## src/hidt_pkg.sv

```systemverilog
package hidt_pkg;

    localparam int ID_W    = 63;
    localparam int PTR_W   = 64;
    localparam int START_W = 31;
    localparam int DATA_W  = 64;
    localparam int ADDR_W  = 4;

    // Last ID before the counter wraps to zero
    localparam logic [ID_W-1:0] WRAP_ID = {2'b01, {(ID_W-2){1'b0}}};

    // Register index, taken from paddr bit 3 (8-byte spacing)
    localparam logic REG_START_ID    = 1'b0;
    localparam logic REG_RESERVED_ID = 1'b1;

    typedef enum logic [2:0] {
        OP_ALLOC      = 3'd0,
        OP_PTR_BY_ID  = 3'd1,
        OP_ID_BY_PTR  = 3'd2,
        OP_UPD_BY_ID  = 3'd3,
        OP_UPD_BY_PTR = 3'd4,
        OP_FREE       = 3'd5,
        OP_CLEAR      = 3'd6,
        OP_NONE       = 3'd7
    } t_op;

    typedef enum logic [1:0] {
        ST_OK        = 2'd0,
        ST_NOT_FOUND = 2'd1,
        ST_FULL      = 2'd2
    } t_status;

    typedef enum logic [1:0] {
        S_IDLE,
        S_CLR,
        S_SCAN
    } t_state;

    // One table slot
    typedef struct packed {
        logic            valid;
        logic [ID_W-1:0] handle;
        logic [PTR_W-1:0] pointer;
    } t_entry;

    // ID counter status seen by the table sequencer
    typedef struct packed {
        logic [ID_W-1:0] next_id;
        logic            pending;
    } t_ctr_stat;

endpackage

```

## src/hidt_regs.sv

```systemverilog
module hidt_regs (
    input  logic                           i_clk,
    input  logic                           i_rst_n,
    input  logic                           psel,
    input  logic                           penable,
    input  logic                           pwrite,
    input  logic [hidt_pkg::ADDR_W-1:0]    paddr,
    input  logic [hidt_pkg::DATA_W-1:0]    pwdata,
    output logic [hidt_pkg::DATA_W-1:0]    prdata,
    output logic                           pready,
    input  logic                           i_adv,
    output hidt_pkg::t_ctr_stat            o_ctr
);
    import hidt_pkg::*;

    logic [START_W-1:0] r_start;
    logic [ID_W-1:0]    r_reserved;
    logic [ID_W-1:0]    r_next_id;
    logic               r_fix;
    logic [ID_W-1:0]    start_ext;
    logic [ID_W-1:0]    adv_base;
    logic               wr_beat;

    assign pready    = 1'b1;
    assign wr_beat   = psel & penable & pwrite;
    assign start_ext = {{(ID_W-START_W){1'b0}}, pwdata[START_W-1:0]};

    // First half of the counter advance: step or wrap
    assign adv_base = (r_next_id == WRAP_ID) ? '0 : r_next_id + 1'b1;

    // Register readback
    always_comb begin
        if (paddr[3] == REG_RESERVED_ID) begin
            prdata = {{(DATA_W-ID_W){1'b0}}, r_reserved};
        end else begin
            prdata = {{(DATA_W-START_W){1'b0}}, r_start};
        end
    end

    // Config registers and ID counter; reserved skip is the second half
    always_ff @(posedge i_clk) begin
        if (!i_rst_n) begin
            r_start    <= '0;
            r_reserved <= '0;
            r_next_id  <= {{(ID_W-1){1'b0}}, 1'b1};
            r_fix      <= 1'b0;
        end else if (wr_beat) begin
            if (paddr[3] == REG_START_ID) begin
                r_start   <= pwdata[START_W-1:0];
                r_next_id <= (start_ext == r_reserved) ? start_ext + 1'b1 : start_ext;
            end else begin
                r_reserved <= pwdata[ID_W-1:0];
            end
        end else if (i_adv) begin
            r_next_id <= adv_base;
            r_fix     <= 1'b1;
        end else if (r_fix) begin
            r_fix <= 1'b0;
            if (r_next_id == r_reserved) begin
                r_next_id <= r_next_id + 1'b1;
            end
        end
    end

    assign o_ctr.next_id = r_next_id;
    assign o_ctr.pending = r_fix;

endmodule

```

## config.mk

```make
export PLATFORM = sky130hd
export DESIGN_NAME = hidt_regs
export DESIGN_NICKNAME = d
export VERILOG_FILES = /design/src/hidt_pkg.sv /design/src/hidt_regs.sv
export SDC_FILE = /design/constraint.sdc
export NUM_CORES = 1
export LEC_CHECK = 0
export BUFFER_PORTS_ARGS = -buffer_cell sky130_fd_sc_hd__buf_2
export CORE_ASPECT_RATIO = 0.6
export CORE_MARGIN = 2
export CORE_UTILIZATION = 31
export CTS_BUF_LIST = sky130_fd_sc_hd__clkbuf_16
export CTS_CLUSTER_DIAMETER = 40
export CTS_CLUSTER_SIZE = 20
export DETAILED_ROUTE_END_ITERATION = 10
export SKIP_LAST_GASP = 1
export SYNTH_ARGS = -nofsm -noshare
export SYNTH_HDL_FRONTEND = slang
export SYNTH_SLANG_ARGS = --single-unit
```

## constraint.sdc

```tcl
create_clock -name i_clk -period 9.35 [get_ports i_clk]
set_input_delay 2.3375 -clock i_clk [delete_from_list [all_inputs] [get_ports i_clk]]
set_output_delay 2.3375 -clock i_clk [all_outputs]
set_load 0.02 [all_outputs]
```

==> results of run 1 <==
==> flip-flops by register name, indices dropped and copies added, names as in the netlist <==
| name | count |
|---|---|
| r_fix | 1 |
| r_next_id | 63 |
| r_reserved | 63 |
| r_start | 31 |
==> metal layers <==
metal / vias to the layer above / part of all wire [%] / GRT usage (%)
li1: 5318 / - / -
met1: 5751 / 46 / 38.5
met2: 750 / 40 / 34.4
met3: 50 / 12 / 7.02
met4: 0 / 1.5 / 6.37
met5: - / 0 / 0
==> stage by stage <==
stage | std cells | setup slack, ns
after global routing | 1969 | 3.32
after detailed placement | 1937 | 3.38
after floorplan | 1413 | 3.62
after CTS | 1969 | 3.37
final | 1969 | 3.38
after global placement | 1937 | 3.39
==> where the power goes <==
group / internal (mW) / switching (mW) / total, mW
clock network: 0.369 / 0.329 / 0.698
registers: 0.687 / 0.0297 / 0.717
logic: 0.0680 / 0.141 / 0.209
total: 1.12 / 0.499 / 1.62
==> critical path, stage by stage <==
cell and delay (ns):
sky130_fd_sc_hd__buf_2 0.07, sky130_fd_sc_hd__buf_4 0.55, sky130_fd_sc_hd__mux2_2 0.43, sky130_fd_sc_hd__buf_2 0.17
==> layout by cell type, fill, tap and decap left out, types with 15 or more instances in the layout <==
cell,count
sky130_fd_sc_hd__o21ai_0,32
sky130_fd_sc_hd__clkbuf_16,17
sky130_fd_sc_hd__and3_1,18
sky130_fd_sc_hd__and2_1,50
sky130_fd_sc_hd__mux2_2,32
sky130_fd_sc_hd__nand3_1,39
sky130_fd_sc_hd__buf_4,15
sky130_fd_sc_hd__buf_2,196
sky130_fd_sc_hd__o311ai_0,38
sky130_fd_sc_hd__nand2_1,254
sky130_fd_sc_hd__xnor2_1,52
sky130_fd_sc_hd__nor4_1,61
sky130_fd_sc_hd__nor2_1,61
sky130_fd_sc_hd__mux2i_1,17
sky130_fd_sc_hd__o31ai_1,15
sky130_fd_sc_hd__a21oi_1,126
sky130_fd_sc_hd__nand2b_1,23
sky130_fd_sc_hd__nor3_1,30
sky130_fd_sc_hd__inv_1,20
sky130_fd_sc_hd__dfxtp_1,158
sky130_fd_sc_hd__nand4_1,64
sky130_fd_sc_hd__xor2_1,25
==> logic make-up after synthesis <==
| logic type | Yosys count | share of synthesized area [%] |
|---|---|---|
| compound gates | 293 | 18.3 |
| fa+ha+maj | 4 | 0.481 |
| buf+inv | 158 | 6.12 |
| simple gates | 672 | 33.1 |
| xor+xnor | 77 | 6.48 |
| other cells | 2 | 0.0721 |
| mux | 49 | 5.10 |
| flops | 158 | 30.4 |
==> final cells by class <==
| cell class | instances | area [µm²] |
|---|---|---|
| Clock buffer | 17 | 425 |
| Inverter | 21 | 80.1 |
| Fill cell | 3448 | 20600 |
| Tap cell | 450 | 563 |
| Sequential cell | 158 | 3160 |
| Clock inverter | 15 | 138 |
| Timing Repair Buffer | 211 | 1090 |
| Multi-Input combinational cell | 1097 | 6630 |
==> final timing paths <==
| kind | startpoint | to | slack, ns | depth (start not counted) |
|---|---|---|---|---|
| max | paddr[3] | prdata[6] | 3.38 | 4 |
| min | r_start[26] | r_start[26] | 0.45 | 2 |
| max reg2reg | r_reserved[25] | r_next_id[30] | 5.54 | 7 |
| min reg2reg | r_start[26] | r_start[26] | 0.45 | 2 |
==> out/summary.md, run 1 <==
The initial utilization of the core area, before any placement, comes to 31.8%. Counting flops with a built-in enable in the synthesized netlist gives 0. Count of hold buffers inserted by post-cts repair: 0.

Count of nets left with antenna violations after detail routing: 0. Maximum fanout count along the critical path: 67. Static timing analysis puts the maximum clock frequency at 0.168 GHz. The cell count after synthesis came out at 1,413.

The run finished with clean final reports. The number of nets in the synthesized netlist is 1,491. Dominant cell by count in the synthesized netlist: sky130_fd_sc_hd__nand2_1. The layout-stage area growth over the synthesis result came out at 16.1%. The CTS sink count was 158. The net count reported at finish was 1,584; the final setup skew was 0.0117 ns.

The average instance in the mapped netlist occupies 7.37 µm². The placed wire-length estimate was 32,900 µm. The slew at the pin closest to its max-slew limit was 1.31 ns.

The final period utilization is 63.8%. Summed over its instances, the top area cell type makes up 30.4% of the synthesized netlist area. The region available for standard cell placement spans 0.0327 mm².

The number of antenna diodes in the final layout is 0. The final-report hold violation count is 0, and the required time at the worst-slack endpoint is 7.01 ns. Sequential cells were found to cover 30.4% of the synthesized design area. STA classifies the critical path endpoint as an output pin. The number of synthesis warnings came out at 0.

The area of the die was 0.0351 mm². The leading register cell type out of synthesis is sky130_fd_sc_hd__dfxtp_1. The post-CTS resize count is 0.

The worst-case IR drop observed on VDD is 102 µV. Setup violations remaining at the end of the flow were counted as 0. The synthesized netlist occupies a cell area of 0.0104 mm².

On the final layout, the worst hold slack is 0.454 ns. The per-cell routed wire length is 23.0 µm. Library cell with the largest summed area after synthesis: sky130_fd_sc_hd__dfxtp_1. The tools report the first-pass detailed-route iteration total as 5. Entering global routing, the biggest net connects 81 pins.

The logs give 1.62 mW for the power after layout and 203 for the number of I/O pins. The maximum number of buffers from clock root to sink is 2. Sorting the synthesized cells by how often they occur yields sky130_fd_sc_hd__nand2_1 (255), sky130_fd_sc_hd__dfxtp_1 (158), sky130_fd_sc_hd__a21oi_1 (126), sky130_fd_sc_hd__clkbuf_1 (117), sky130_fd_sc_hd__nand4_1 (64).

TritonCTS built the clock tree. At the later pin of the worst-skew pair, clock insertion delay measures 0.47 ns. The number of setup buffers added after CTS is 0. The routed layout has 11,900 vias.

The buffer type at the clock tree root was sky130_fd_sc_hd__clkbuf_16. In this run the static leakage power is 4.33 nW. The number of unique standard cell types used by synthesis is 74. The maximum level of the CTS H-tree was 4; the flop and latch count out of synthesis was 158. For this block, the routed nets add up to 45,300 µm of wire. With fillers left out, the area of the finished cells amounts to 0.0121 mm².

After global routing the overflow that remains totals 0. The utilization of the core after routing is 36.9%, and the via count of the first global-routing pass is 10,700. The smallest clock period supported by the final layout is computed as 5.97 ns. The run gives 0 ns as the sum of negative setup slack. Clock-pin slew was measured on the worst setup and hold paths at 0.07 ns. Once placement finished, the instance area stood at 0.0115 mm².

The tightest min-delay check is of the reg -> reg type. During placement, the flow inserted port buffers numbering 196. At the end of routability-driven placement, the weighted congestion stood at 0.937. STA classifies the critical path startpoint as an input port. For the worst setup path, the data arrival time is 3.63 ns.

The share of async-settable or async-resettable flops after synthesis was 0%. Cells with a size suffix above 1 make up 19.4% of the layout. The average vias per placed instance was 6.03; the max-slew violation count was 0. Measured against its own limit, the worst slew margin works out to 12.3%.

Global routing used 25.4% of the available tracks. The floorplan step set the die height to 146 µm. Setup repair after global routing left no endpoint under its margin. In the routed design, unresolved DRC markers number 0. Iteration-0 DRC count of the detailed router: 1,620. The cell area power density is 134 mW/mm², and the wire length of the first global-routing pass is 67,600 µm. Measured along the x axis, the die boundary spans 241 µm. Clock tree synthesis inserted a total of 17 buffers. The number of antenna violations at the first check in global routing came out at 0. For the standard-cell row count, the log shows 51. Type of the setup path with the least slack: in -> out.

Across the run, the number of max-cap violations was 0. By area the synthesized netlist is led by sky130_fd_sc_hd__dfxtp_1 (30%), sky130_fd_sc_hd__nand2_1 (9.2%), sky130_fd_sc_hd__a21oi_1 (6.1%).
Note: power is estimated with default switching activity, not from simulation.
==> run 2, diff against run 1 <==
- ABC_AREA: default -> 1
- clock period: 9.35 -> 6 ns (I/O delays scaled with it)
==> out/summary.md, run 2 <==
The layout-stage area growth over the synthesis result is 15.5% (was 16.1%), and the required time at the worst-slack endpoint is 4.50 ns (was 7.01 ns). The maximum resistive drop on vdd came out at 208 µV (was 102 µV). The startpoint class of the critical path was an input port (unchanged). The tools report the number of antenna violations at the first check in global routing as 1 (was 0). CP cell instances: buf_2 > inv_2 > o21ai_0 > buf_2 (was buf_2 > buf_4 > mux2_2 > buf_2).

The cell with the biggest individual delay on the critical path was sky130_fd_sc_hd__inv_2 (was sky130_fd_sc_hd__buf_4). The tools report the maximum level of the CTS H-tree as 4 (unchanged). The area share of the largest cell type after synthesis came out at 26.6% (was 30.4%). The buffer count from post-CTS setup fixing is 0 (unchanged), and the post-CTS resize count is 0 (unchanged). Cell area power density: 211 mW/mm² (was 134 mW/mm²). The clock period could shrink to 4.39 ns. Class of the worst hold path: reg -> reg (unchanged).

The tools report the via count of the first global-routing pass as 13,100 (was 10,700). Port buffer count: 196 (unchanged). The net count reported at finish was 2,377 (was 1,584); the total CTS buffers was 17 (unchanged).

The power after layout was 2.90 mW (was 1.62 mW); the sum of negative setup slack was 0 ns (unchanged). The number of endpoints failing setup at the final stage was 0 (unchanged). Number of flops mapped to enable cells by yosys: 0 (unchanged). Largest registers: r_next_id (63), r_reserved (63), r_start (31) (unchanged).

Setup repair after global routing left no endpoint under its margin. The tools report the initial cell density of the core as 31.5% (was 31.8%). For the storage element area, the log shows 0.00316 mm² (unchanged). The logs give 20.2% (was 12.3%) for the normalized max-slew margin and 1,866 (was 1,620) for the iteration-0 DRC count of the detailed router.

The leading register cell type out of synthesis was sky130_fd_sc_hd__dfxtp_1 (unchanged). The clock latency of the later-clocked register in the worst-skew pair was 0.46 ns (was 0.47 ns). The number of I/O pins came out at 203 (unchanged).

List of most frequent post-synthesis cells: sky130_fd_sc_hd__nand2_1 (757), sky130_fd_sc_hd__nor2_1 (346), sky130_fd_sc_hd__inv_1 (214), sky130_fd_sc_hd__dfxtp_1 (158), sky130_fd_sc_hd__o21ai_0 (150) (was sky130_fd_sc_hd__nand2_1 (255), sky130_fd_sc_hd__dfxtp_1 (158), sky130_fd_sc_hd__a21oi_1 (126), sky130_fd_sc_hd__clkbuf_1 (117), sky130_fd_sc_hd__nand4_1 (64)). The per-cell routed wire length was 22.3 µm (was 23.0 µm). The total overflow reported by the global router was 0 (unchanged); the DRC violations left was 0 (unchanged). Most area-consuming cells after synthesis: sky130_fd_sc_hd__dfxtp_1 (27%), sky130_fd_sc_hd__nand2_1 (24%), sky130_fd_sc_hd__nor2_1 (11%) (was sky130_fd_sc_hd__dfxtp_1 (30%), sky130_fd_sc_hd__nand2_1 (9.2%), sky130_fd_sc_hd__a21oi_1 (6.1%)).

The clock transition at the registers of the reported paths is 0.07 ns (about the same), and the cell area after placement is 0.0132 mm² (was 0.0115 mm²). The count of nets left with antenna violations after detail routing was 0 (unchanged). Highest-count cells in the layout ignoring fill and taps: sky130_fd_sc_hd__nand2_1 (757), sky130_fd_sc_hd__nor2_1 (344), sky130_fd_sc_hd__inv_1 (213) (was sky130_fd_sc_hd__nand2_1 (254), sky130_fd_sc_hd__buf_2 (196), sky130_fd_sc_hd__dfxtp_1 (158)). The most common library cell in the layout ignoring fill and taps is sky130_fd_sc_hd__nand2_1 (unchanged).

The flop and latch count out of synthesis was 158 (unchanged); the setup slack of the most critical reg-to-reg path was 2.48 ns (was 5.54 ns). The share of async-settable or async-resettable flops after synthesis is 0% (unchanged), and the floorplan core area is 0.0377 mm² (was 0.0327 mm²). The logs give 0 (unchanged) for the count of hold buffers inserted by post-cts repair and 1.52 ns (was 3.38 ns) for the worst-case setup slack after placement. The maximum cell stage delay along the critical path is 0.59 ns (was 0.55 ns), and the pin count of the biggest net entering global routing is 81 (unchanged).

The layout filler cell count came out at 4,380 (was 3,448). For the via count, the log shows 14,800 (was 11,900). Library cell with the largest summed area after synthesis: sky130_fd_sc_hd__dfxtp_1 (unchanged). The y dimension of the die was 156 µm (was 146 µm); the sum of routed wire length over all layers was 63,000 µm (was 45,300 µm). The overall global routing resource usage came out at 30.9% (was 25.4%). The sequential element share of the synthesized area is 26.6% (was 30.4%). The area of the die was 0.0400 mm² (was 0.0351 mm²); the number of unique standard cell types used by synthesis was 35 (was 74). The first-pass detailed-route iteration total was 5 (unchanged); the setup slack of the critical path after layout was 1.61 ns (was 3.38 ns). The tools report the CTS sink count as 158 (unchanged).

The run gives 6.47 nW (was 4.33 nW) as the leakage power summed over all cells. The flow ran to the end, and the final reports show no timing, DRC or antenna violations. The width of the die came out at 257 µm (was 241 µm). The proportion of layout cells with a drive suffix above 1 is 11.6% (was 19.4%), and the slew at the pin closest to its max-slew limit is 1.19 ns (was 1.31 ns). TritonCTS built the clock tree. The run gives 0.228 GHz as the maximum frequency from static timing analysis. The max-cap violation count is 0 (unchanged). The signal arrival time at the worst endpoint is 2.89 ns (was 3.63 ns), and the number of standard cells after synthesis is 2,164 (was 1,413). The run gives 0.00940 ns (was 0.0117 ns) as the final setup skew. Type of the setup path with the least slack: in -> out (unchanged). The run gives 0 (unchanged) as the antenna diode count.

The logs give 0 (unchanged) for the number of synthesis warnings and 0.0137 mm² (was 0.0121 mm²) for the post-layout instance area. The post-synthesis average cell area works out to 5.49 µm² (was 7.37 µm²). The tools report the area of the multi-input gates as 0.00741 mm² (was 0.00663 mm²). The max-slew violation count was 0 (unchanged).

The average vias per placed instance is 5.25 (was 6.03). The maximum fanout count along the critical path was 45 (was 67); the maximum number of buffers from clock root to sink was 2 (unchanged). The post-synthesis instance area is 0.0119 mm² (was 0.0104 mm²), and the number of nets produced by synthesis is 2,242 (was 1,491). The element type at the critical path end was an output pin (unchanged). Library cell appearing most often on the critical path: sky130_fd_sc_hd__buf_2 (unchanged). The dominant cell by count in the synthesized netlist is sky130_fd_sc_hd__nand2_1 (unchanged). The tools report the buffer type at the clock tree root as sky130_fd_sc_hd__clkbuf_16 (unchanged). After layout, the worst path uses 73.2% of the clock period. For the standard-cell row count, the log shows 55 (was 51). The final-report hold violation count was 0 (unchanged). The run gives 50,500 µm (was 32,900 µm) as the placed wire-length estimate. The run gives 1.02 (was 0.937) as the routability congestion estimate.

For the wire length of the first global-routing pass, the log shows 89,400 µm (was 67,600 µm).
run 2: final cells by class:
| type | instances | area share, % |
|---|---|---|
| Inverter | 230 | 6.30 |
| Tap cell | 513 | 4.68 |
| Clock buffer | 17 | 3.10 |
| Timing Repair Buffer | 209 | 7.88 |
| Clock inverter | 15 | 1.00 |
| Sequential cell | 158 | 23.1 |
| Multi-Input combinational cell | 1683 | 54.0 |
run 2: per-stage QoR:
| step | util [%] | hold WS (ns) | std cells |
|---|---|---|---|
| after global placement | 34.9 | 0.485 | 2793 |
| after floorplan | - | 0.467 | 2164 |
| after global routing | 36.4 | 0.544 | 2825 |
| after CTS | 36.4 | 0.498 | 2825 |
| final | 36.4 | 0.501 | 2825 |
| after detailed placement | 34.9 | 0.489 | 2793 |
run 2: cells by family after synthesis:
group / synth area share [%]
AND/OR/NAND/NOR: 44.4
buffers and inverters: 11.2
AO/OA/AOI/OAI: 13.0
flip-flops: 26.6
XOR/XNOR: 4.28
adder cells (fa/ha/maj): 0.421
other: 0.0632
run 2: critical path, delay by kind of cell:
kind,cells,cell delay (ns)
buffers and inverters,3,0.96
AO/OA/AOI/OAI,1,0.37
run 2: report_power, final:
part / total [mW] / internal (mW) / switching, mW
Sequential: 1.17 / 1.09 / 0.0797
Clock: 1.12 / 0.576 / 0.546
Combinational: 0.604 / 0.169 / 0.435
Total: 2.90 / 1.84 / 1.06
run 2: layer usage:
metal  wire length (µm)  part of all wire, %  GRT usage, %
met2              23600                   37          40.8
met1              31900                   51          49.3
met5                  0                    0             0
met3               7020                   11          8.11
met4                474                 0.75          4.26
run 2: path summary, 6_finish.rpt:
path                        end  depth (start not counted)     startpoint
setup reg to reg  r_next_id[56]                         13  r_next_id[49]
hold / removal      r_start[27]                          2    r_start[27]
setup / recovery     prdata[30]                          4       paddr[3]
hold reg to reg     r_start[27]                          2    r_start[27]
